==> src/ptd_pkg.sv <==
// shared types and constants of the periodic task dispatcher
package ptd_pkg;

	localparam int MAX_SLOTS = 5;
	localparam int RELOAD_W = 24;
	localparam int QUOT_W = 10;
	localparam int DIVIDEND_W = RELOAD_W + QUOT_W;

	// item kinds
	localparam logic [1:0] KIND_TICK = 2'd0;
	localparam logic [1:0] KIND_FAST = 2'd1;
	localparam logic [1:0] KIND_PASS = 2'd2;

	// register indexes
	localparam logic [2:0] REG_RELOAD = 3'd5;

	localparam logic [9:0] US_PER_MS = 10'd1000;
	localparam logic [7:0] FAST_MAX = 8'd255;
	localparam logic [RELOAD_W-1:0] RELOAD_RESET = 24'd169999;
	localparam logic [31:0] PERIOD_RESET [MAX_SLOTS] = '{
		32'd2000, 32'd6000, 32'd11000, 32'd20000, 32'd50000
	};

	typedef struct packed {
		logic [1:0] kind;
		logic [23:0] timer_value;
	} item_t;

	typedef struct packed {
		logic [2:0] task_id;
		logic [31:0] elapsed_us;
		logic last;
	} result_t;

	typedef struct packed {
		logic start;
		logic [DIVIDEND_W-1:0] dividend;
		logic [RELOAD_W-1:0] divisor;
	} div_req_t;

endpackage

==> src/ptd_div.sv <==
// restoring divider, one quotient bit per cycle
module ptd_div (
	input logic clk,
	input logic arst_n,
	input ptd_pkg::div_req_t req,
	output logic done,
	output logic [ptd_pkg::QUOT_W-1:0] quotient
);

	localparam int RW = ptd_pkg::RELOAD_W;
	localparam int QW = ptd_pkg::QUOT_W;
	localparam int CW = $clog2(QW + 1);

	logic [RW-1:0] rem_q;
	logic [QW-1:0] dq_q;
	logic [RW-1:0] divisor_q;
	logic [CW-1:0] cnt_q;
	logic done_q;
	logic [RW:0] shifted;
	logic [RW+1:0] trial;

	// quotient stays below 2^QW, so the top bits start below the divisor
	assign shifted = {rem_q, dq_q[QW-1]};
	assign trial = {1'b0, shifted} - {2'b00, divisor_q};

	always_ff @(posedge clk or negedge arst_n) begin
		if (!arst_n) begin
			cnt_q <= '0;
			done_q <= 1'b0;
		end else begin
			done_q <= 1'b0;
			if (req.start) begin
				rem_q <= req.dividend[ptd_pkg::DIVIDEND_W-1:QW];
				dq_q <= req.dividend[QW-1:0];
				divisor_q <= req.divisor;
				cnt_q <= CW'(QW);
			end else if (cnt_q != '0) begin
				if (!trial[RW+1]) begin
					rem_q <= trial[RW-1:0];
					dq_q <= {dq_q[QW-2:0], 1'b1};
				end else begin
					rem_q <= shifted[RW-1:0];
					dq_q <= {dq_q[QW-2:0], 1'b0};
				end
				cnt_q <= cnt_q - 1'b1;
				done_q <= (cnt_q == CW'(1));
			end
		end
	end

	assign done = done_q;
	assign quotient = dq_q;

endmodule

==> src/periodic_task_dispatcher_core.sv <==
// top level of the periodic task dispatcher
//
// channel   direction  handshake                     payload
// item      in         start & !busy                 item (kind, timer_value)
// result    out        result_valid, one cycle each  result (task_id, elapsed_us, last)
// config    in         cfg_valid & cfg_ready         cfg_index, cfg_data
//
// tick, fast interrupt and unknown kinds finish in the accepting cycle
// a pass runs through one multiply, a divider load, ten divider
// steps for the fractional millisecond, a wait for done, one sum, one compare
// per slot, one flush
// results leave one per cycle and cannot be held off; the last one may show
// in the cycle the block is ready again
// reset clears counters, last-run times and restores periods and reload
module periodic_task_dispatcher_core #(
	parameter int SLOTS = 5
) (
	input logic clk,
	input logic arst_n,
	input logic start,
	output logic busy,
	input ptd_pkg::item_t item,
	output logic result_valid,
	output ptd_pkg::result_t result,
	input logic cfg_valid,
	output logic cfg_ready,
	input logic [2:0] cfg_index,
	input logic [31:0] cfg_data
);

	localparam int SLOT_W = (SLOTS > 1) ? $clog2(SLOTS) : 1;
	localparam int RW = ptd_pkg::RELOAD_W;

	typedef enum logic [2:0] {
		S_IDLE,
		S_PROD,
		S_DIVGO,
		S_DIV,
		S_SUM,
		S_SLOT,
		S_FLUSH
	} state_t;

	state_t state_q;

	// configuration
	logic [31:0] period_q [SLOTS];
	logic [RW-1:0] reload_q;

	// timekeeping state
	logic [31:0] ms_q;
	logic [7:0] fast_q;
	logic [31:0] lrt_q [SLOTS];

	// pass working registers
	logic [RW-1:0] diff_q;
	logic [ptd_pkg::DIVIDEND_W-1:0] prod_q;
	logic [31:0] ms_us_q;
	logic [31:0] now_q;
	logic [SLOT_W-1:0] slot_q;

	// one result held back so the final one can carry last
	logic pend_vld_q;
	logic [2:0] pend_id_q;
	logic [31:0] pend_el_q;

	ptd_pkg::result_t res_q;
	logic res_vld_q;

	ptd_pkg::div_req_t div_req;
	logic div_done;
	logic [ptd_pkg::QUOT_W-1:0] div_quot;

	logic accept;
	logic cfg_wr;
	logic [RW-1:0] tv_clamped;
	logic [31:0] elapsed;
	logic due;

	assign busy = (state_q != S_IDLE);
	assign cfg_ready = !busy;
	assign accept = start && !busy;
	assign cfg_wr = cfg_valid && cfg_ready;

	// counter above reload is clamped
	assign tv_clamped = (item.timer_value > reload_q) ? reload_q : item.timer_value;

	// shared subtract and compare, one slot per cycle
	assign elapsed = now_q - lrt_q[slot_q];
	assign due = (elapsed >= period_q[slot_q]);

	assign div_req.start = (state_q == S_DIVGO);
	assign div_req.dividend = prod_q;
	assign div_req.divisor = reload_q;

	ptd_div u_div (
		.clk      (clk),
		.arst_n   (arst_n),
		.req      (div_req),
		.done     (div_done),
		.quotient (div_quot)
	);

	always_ff @(posedge clk or negedge arst_n) begin
		if (!arst_n) begin
			state_q <= S_IDLE;
			for (int i = 0; i < SLOTS; i++) begin
				period_q[i] <= ptd_pkg::PERIOD_RESET[i];
				lrt_q[i] <= '0;
			end
			reload_q <= ptd_pkg::RELOAD_RESET;
			ms_q <= '0;
			fast_q <= '0;
			slot_q <= '0;
			pend_vld_q <= 1'b0;
			res_vld_q <= 1'b0;
			res_q <= '0;
		end else begin
			res_vld_q <= 1'b0;

			if (cfg_wr) begin
				if (cfg_index < 3'(SLOTS)) begin
					period_q[cfg_index[SLOT_W-1:0]] <= cfg_data;
				end else if (cfg_index == ptd_pkg::REG_RELOAD) begin
					reload_q <= cfg_data[RW-1:0];
				end
			end

			unique case (state_q)
				S_IDLE: begin
					if (accept) begin
						unique case (item.kind)
							ptd_pkg::KIND_TICK: ms_q <= ms_q + 32'd1;
							ptd_pkg::KIND_FAST: begin
								if (fast_q != ptd_pkg::FAST_MAX) begin
									fast_q <= fast_q + 8'd1;
								end
							end
							ptd_pkg::KIND_PASS: begin
								diff_q <= reload_q - tv_clamped;
								// fast event goes first
								if (fast_q != '0) begin
									fast_q <= fast_q - 8'd1;
									pend_vld_q <= 1'b1;
									pend_id_q <= '0;
									pend_el_q <= '0;
								end
								state_q <= S_PROD;
							end
							default: ;
						endcase
					end
				end
				S_PROD: begin
					prod_q <= ptd_pkg::DIVIDEND_W'(diff_q) *
						ptd_pkg::DIVIDEND_W'(ptd_pkg::US_PER_MS);
					state_q <= S_DIVGO;
				end
				S_DIVGO: begin
					ms_us_q <= ms_q * 32'(ptd_pkg::US_PER_MS);
					state_q <= S_DIV;
				end
				S_DIV: begin
					if (div_done) begin
						state_q <= S_SUM;
					end
				end
				S_SUM: begin
					// zero reload gives no fractional part
					now_q <= (reload_q == '0) ? ms_us_q : ms_us_q + 32'(div_quot);
					slot_q <= '0;
					state_q <= S_SLOT;
				end
				S_SLOT: begin
					if (due) begin
						lrt_q[slot_q] <= now_q;
						if (pend_vld_q) begin
							res_vld_q <= 1'b1;
							res_q <= '{task_id: pend_id_q, elapsed_us: pend_el_q, last: 1'b0};
						end
						pend_vld_q <= 1'b1;
						pend_id_q <= 3'(slot_q) + 3'd1;
						pend_el_q <= elapsed;
					end
					if (slot_q == SLOT_W'(SLOTS - 1)) begin
						state_q <= S_FLUSH;
					end else begin
						slot_q <= slot_q + 1'b1;
					end
				end
				S_FLUSH: begin
					if (pend_vld_q) begin
						res_vld_q <= 1'b1;
						res_q <= '{task_id: pend_id_q, elapsed_us: pend_el_q, last: 1'b1};
					end
					pend_vld_q <= 1'b0;
					state_q <= S_IDLE;
				end
				default: state_q <= S_IDLE;
			endcase
		end
	end

	assign result_valid = res_vld_q;
	assign result = res_q;

endmodule

==> config.mk <==
export PLATFORM = sky130hd
export DESIGN_NAME = periodic_task_dispatcher_core
export DESIGN_NICKNAME = d
export VERILOG_FILES = /design/src/ptd_pkg.sv /design/src/ptd_div.sv /design/src/periodic_task_dispatcher_core.sv
export SDC_FILE = /design/constraint.sdc
export NUM_CORES = 2
export LEC_CHECK = 0
export ABC_CLOCK_PERIOD_IN_PS = 11600
export BUFFER_PORTS_ARGS = -buffer_cell sky130_fd_sc_hd__buf_4
export CAP_MARGIN = 20
export CORE_MARGIN = 2
export CORE_UTILIZATION = 45
export CTS_CLUSTER_SIZE = 10
export DETAILED_ROUTE_END_ITERATION = 16
export PLACE_DENSITY_LB_ADDON = 0.1
export SYNTH_ARGS = -nofsm -noshare
export SYNTH_HDL_FRONTEND = slang
export SYNTH_SLANG_ARGS = --single-unit
==> constraint.sdc <==
create_clock -name clk -period 11.6 [get_ports clk]
set_clock_uncertainty 0.1 [all_clocks]
set_input_delay 2.32 -clock clk [delete_from_list [all_inputs] [get_ports clk]]
set_output_delay 2.32 -clock clk [all_outputs]
set_load 0.02 [all_outputs]
After elaboration in Yosys (flattened, before gate mapping) --
Cells that the tools add are included.
Word-level totals: logic and storage cells 165, bits in writable memories 0, register bits 642, latch bits 0, memory bits (read-only) 0, memories kept 0
Operators by class: multipliers 2, muxes and demuxes 56, shift operators 0, divide/modulo/power cells 0, equal/unequal tests 23, $lt $le $gt $ge 7, $add $sub $neg 9, bitwise logic cells 3, reductions and logical operators 32
Operator list (number):
- two-way mux 32 bit | 11
- bitwise mux 160 bit | 2
- binary-select mux 32 bit (select 3 bit) | 2
- demux 32 bit (select 3 bit) | 2
- two-way mux 36 bit | 3
- two-way mux 24 bit | 4
- one-hot mux 36 bit (2 select lines) | 1
- one-hot mux 32 bit (2 select lines) | 1
- adder 32 x 1 -> 32 bit (second input constant) | 1
- adder 32 x 10 -> 32 bit | 1
- greater-or-equal comparator 32 bit | 1
- multiplier 32 x 7 -> 29 bit (second input constant) | 1
- subtractor 32 bit | 1
- multiplier 24 x 7 -> 31 bit (second input constant) | 1
- two-way mux 3 bit | 9
- subtractor 25 x 24 -> 26 bit | 1
- > comparator 24 bit | 1
- logical NOT 24 bit | 1
- subtractor 24 bit | 1
- two-way mux 10 bit | 2
- inequality test 2 bit (second input constant) | 9
- one-hot mux 3 bit (6 select lines) | 1
- two-way mux 8 bit | 2
- one-hot mux 8 bit (2 select lines) | 1
- 35 further kinds | 72

Depth between registers and ports, before layout --
depth after elaboration 8, depth in mapped cells 31, gate-level depth less buffers 26

Hierarchy --
From an unflattened synthesis, not the netlist that was laid out.
Second synthesis, totals: cells, all modules 3238, area, all modules 39492.9 µm²
By module, submodules not included:
- periodic_task_dispatcher_core | times used 1, sequential area each 15219.6 µm², cells each 2885, area an instance 35591.6 µm²
- ptd_div | times used 1, sequential area each 1866.8 µm², cells each 353, area an instance 3901.2 µm²

Worst setup path before layout --
OpenSTA, ideal clock, no wires.
path kind register to register, from register slot_q[1], to register pend_el_q[0] (enable), setup time 0.481 ns, slack 3.026 ns, stages on the path, launching flop included 28, arrival time 7.992 ns, required time 11.019 ns, cells stage by stage dfrtp_1 -> clkbuf_1 -> nor2_1 -> and2_1 -> clkbuf_1 -> clkbuf_1 -> buf_1 -> a21oi_1 -> ha_1 -> a21o_1 -> a21o_1 -> a21oi_1 -> nand2_1 -> and4b_1 -> nor2_1 -> a311oi_2 -> o21ai_0 -> xor2_1 -> ha_1 -> nand4_1 -> nor2_1 -> nand3_1 -> or3_1 -> o22ai_1 -> or3_1 -> buf_6 -> nand2_1 -> a21boi_0
On the way: longest elaborated chain between the ends 8
RTL lines:
- from (decl) | RTL line periodic_task_dispatcher_core.sv:60 | logic [SLOT_W-1:0] slot_q;
- from (signal assigned) | RTL line periodic_task_dispatcher_core.sv:188 | slot_q <= slot_q + 1'b1;
- NOT 3 -> 4 bit (not written as such) | RTL line periodic_task_dispatcher_core.sv:89 | assign elapsed = now_q - lrt_q[slot_q];
- binary-select mux 32 bit (select 3 bit) | RTL line periodic_task_dispatcher_core.sv:89
- two-way mux 32 bit (not written as such) (2 in series) | RTL line periodic_task_dispatcher_core.sv:89
- subtractor 32 bit | RTL line periodic_task_dispatcher_core.sv:89
- via elapsed[30] | RTL line periodic_task_dispatcher_core.sv:77 | logic [31:0] elapsed;
- greater-or-equal comparator 32 bit | RTL line periodic_task_dispatcher_core.sv:90 | assign due = (elapsed >= period_q[slot_q]);
- inequality test 2 bit (no line)
- AND reduction 6 bit (no line)
- to (signal assigned) | RTL line periodic_task_dispatcher_core.sv:183 | pend_el_q <= elapsed;
- to (decl) | RTL line periodic_task_dispatcher_core.sv:65 | logic [31:0] pend_el_q;
The timed path passes the listed nets, and every way through them passes these cells. The select of a mux whose other input is x is not followed. A chain may end at the register's enable or synchronous reset.

Worst setup path after layout --
from register slot_q[1], to register lrt_q[43] (netlist bit)
On the way: longest elaborated chain between the ends 7
RTL lines:
- NOT 3 -> 4 bit (not written as such) | RTL line periodic_task_dispatcher_core.sv:89
- binary-select mux 32 bit (select 3 bit) | RTL line periodic_task_dispatcher_core.sv:89
- two-way mux 32 bit (not written as such) (2 in series) | RTL line periodic_task_dispatcher_core.sv:89
- subtractor 32 bit | RTL line periodic_task_dispatcher_core.sv:89
- via elapsed[30] | RTL line periodic_task_dispatcher_core.sv:77
- greater-or-equal comparator 32 bit | RTL line periodic_task_dispatcher_core.sv:90
- AND reduction 2 bit (no line)
- to (signal, indexed assignment) | RTL line periodic_task_dispatcher_core.sv:176 | lrt_q[slot_q] <= now_q;
- to (decl) | RTL line periodic_task_dispatcher_core.sv:53 | logic [31:0] lrt_q [SLOTS];
The timed path passes the listed nets, and every way through them passes these cells. The select of a mux whose other input is x is not followed.

==> run metrics <==
CP max-delay cell nand3_2; VDD IR-drop max 102 uV; via density per instance 5.63; first-pass detailed-route iteration total 6; die area 89,900 um2; DRC 0; All-Layer GR Usage 0.231; top post-synthesis cells by area dfrtp_1 25%, edfxtp_1 16%, fa_1 9.3%, ha_1 8.8%, mux2_2 7.0%; Num CTS Buffers 79; CORE AREA 86,800 um2; # IOs 104; area of the multi-input gates 21,200 um2; Clk Latency, worst-skew pair 0.63 ns; top_reg_cell synth dfrtp_1; Final GP Congestion 0.939; vias in the first global route 26,900; die height 300 um; status completed; Setup CP Type reg2reg; postcts setup bufs 0; number of synthesized flops with an enable pin 209; Starting DRT DRC Count 1,444; Pleak 20.2 nW; Clock Path Buffers 3; Power Total 8.33 mW; gr ovfl total 0; Sink Count 639; period utilisation layout 0.771; family with the most delay on the worst path simple AND/OR/NAND/NOR gates; Netlist Area Pre-Place 39,400 um2; die width 300 um; sequential standard cell area 17,100 um2; Nets 3,840; root buf cell clkbuf_16; hpwl dp 75,900 um; slew at the pin closest to its max-slew limit 1.02 ns; CTS tree built; Slew Viols, Final 0; Port Buffers 103; MaxCap Viol Count 0; Yosys cell types 86; share of the synthesized area in the top cell type 0.248; syn_nets 3,715; worst path required time 11.99 ns; asr flop ratio synth 0.673; starting density of the core 0.454; Synth Register Bits 639; # diodes 0; PwrDens 189 nW/um2; Post-synth top cells 390 x dfrtp_1, 277 x ha_1, 244 x mux2_2; area leader, netlist dfrtp_1; clk slew on worst S/H paths 0.06 ns; Final Hold Fails 0; post-cts sizing count 0; Final Critical Period 8.95 ns; H-tree depth 3; critical path capture point type flip-flop; final setup fails 0; Critical Path Max Stage Delay 0.91 ns; Fmax 112 MHz; Synth-to-Final Area Change 11.8%; total wire length 102,000 um; post-route ant nets 0; register area share after synthesis 0.434; WP buf/inv 1; Setup TNS 0 ns; top-count cell post-synth dfrtp_1; Critical Path AT 9.34 ns; share of layout cells above drive strength 1 0.187; largest net degree at the start of global routing 90; unrepaired setup endpoints after global routing false; initial antenna violation count 4; via count 25,500; CP startpoint kind flip-flop; Hold Buf Count CTS 0; hold_ws 0.374 ns; CP Max Fanout 34; Post-Syn Instances 3,191; Fill cells 7,654; first-pass GRT wire length 160,000 um; Mapped Avg Cell Area 12.3 um2; Tightest Hold Check Type reg2reg; post-DR wirelength/cell 22.4 um; Cell Rows 108; Slew HR 0.321; yosys warns 0
worst reg2reg max path: stages, from the launching register on:
cell and delay (ns):
dfrtp_4 0.71, nor2_1 0.68, and2_2 0.87, nand2_1 0.12, o21ai_0 0.11, ha_1 0.19
inv_1 0.06, fa_1 0.40, a21o_1 0.18, a21oi_1 0.28, o21ai_0 0.24, nand3_1 0.21
and4b_1 0.22, nor2_1 0.10, a311oi_2 0.43, o21ai_0 0.28, xor2_1 0.21, ha_1 0.32
nand4_1 0.09, nor2_1 0.18, nand3_1 0.13, or3_1 0.38, o22ai_1 0.15, or3_1 0.58
nand3_2 0.91, mux2_1 0.66
power breakdown:
part | leakage, nW | total [mW] | internal (mW) | switching, mW
clock network | 1.22 | 2.42 | 1.45 | 0.969
registers | 7.64 | 3.02 | 2.78 | 0.239
logic | 11.3 | 2.89 | 1.25 | 1.64
total | 20.2 | 8.33 | 5.49 | 2.85
cells by family after synthesis:
| family | Yosys count | synth area share |
|---|---|---|
| DFF | 639 | 0.434 |
| and+or+nand+nor | 610 | 0.0787 |
| adders and majority gates | 459 | 0.181 |
| xor gates and xnor gates | 186 | 0.0414 |
| AOI/OAI and AO/OA | 562 | 0.0924 |
| muxes | 481 | 0.144 |
| buffers and inverters | 254 | 0.0288 |
flip-flops by register name, summed over array words and instances (netlist names):
register	count
pend_id_q	3
u_div.quotient	10
lrt_q	160
reload_q	24
ms_us_q	29
u_div.divisor_q	24
u_div.rem_q	24
pend_vld_q	1
ms_q	29
fast_q	8
period_q	160
pend_el_q	32
diff_q	24
state_q	3
u_div.done	1
prod_q	31
result_valid	1
u_div.cnt_q	4
now_q	32
result	36
slot_q	3
cells in the final DEF, fill, tap and decap left out, drive strengths merged, types with 65 or more instances in the layout:
cell type	n
mux2	394
nand2	156
fa	182
edfxtp	209
a21oi	168
nor2	144
buf	144
inv	157
xnor2	125
mux2i	65
ha	277
dfrtp	390
clkbuf	130
a21o	80
o21ai	115
metrics by stage:
stage,cells,util,cell area (um2),setup WS [ns]
global placement,4385,0.477,41400,2.78
finish,4533,0.508,44000,2.65
floorplan,3191,-,39400,3.03
CTS,4528,0.506,43900,2.60
detailed placement,4385,0.477,41400,2.64
global route,4533,0.508,44000,2.19
metal layers:
layer | part of all wire | track usage | up-vias
met4 | 0.022 | 0.0629 | 0
met1 | 0.46 | 0.321 | 13000
li1 | - | - | 11800
met3 | 0.042 | 0.0294 | 130
met2 | 0.48 | 0.383 | 517
met5 | 0 | 0 | -
layout make-up:
cell class	instances	share of cell area
multi-input combinational	2298	0.482
sequential	639	0.388
clock buffer	130	0.0525
tap	1155	0.0328
timing repair buffer	144	0.0263
inverter	154	0.0131
clock inverter	13	0.00509
final timing paths:
| path | cells past startpoint | slack [ns] | end | start |
|---|---|---|---|---|
| max | 25 | 2.65 | lrt_q[43] | slot_q[1] |
| min | 1 | 0.37 | result[35] | pend_id_q[2] |
| max reg2reg | 25 | 2.65 | lrt_q[43] | slot_q[1] |
| min reg2reg | 1 | 0.37 | result[35] | pend_id_q[2] |
| max in group asynchronous | 4 | 7.78 | period_q[69] | arst_n |
| min in group asynchronous | 1 | 1.62 | result[2] | arst_n |
Note: power is estimated with default switching activity, not from simulation.
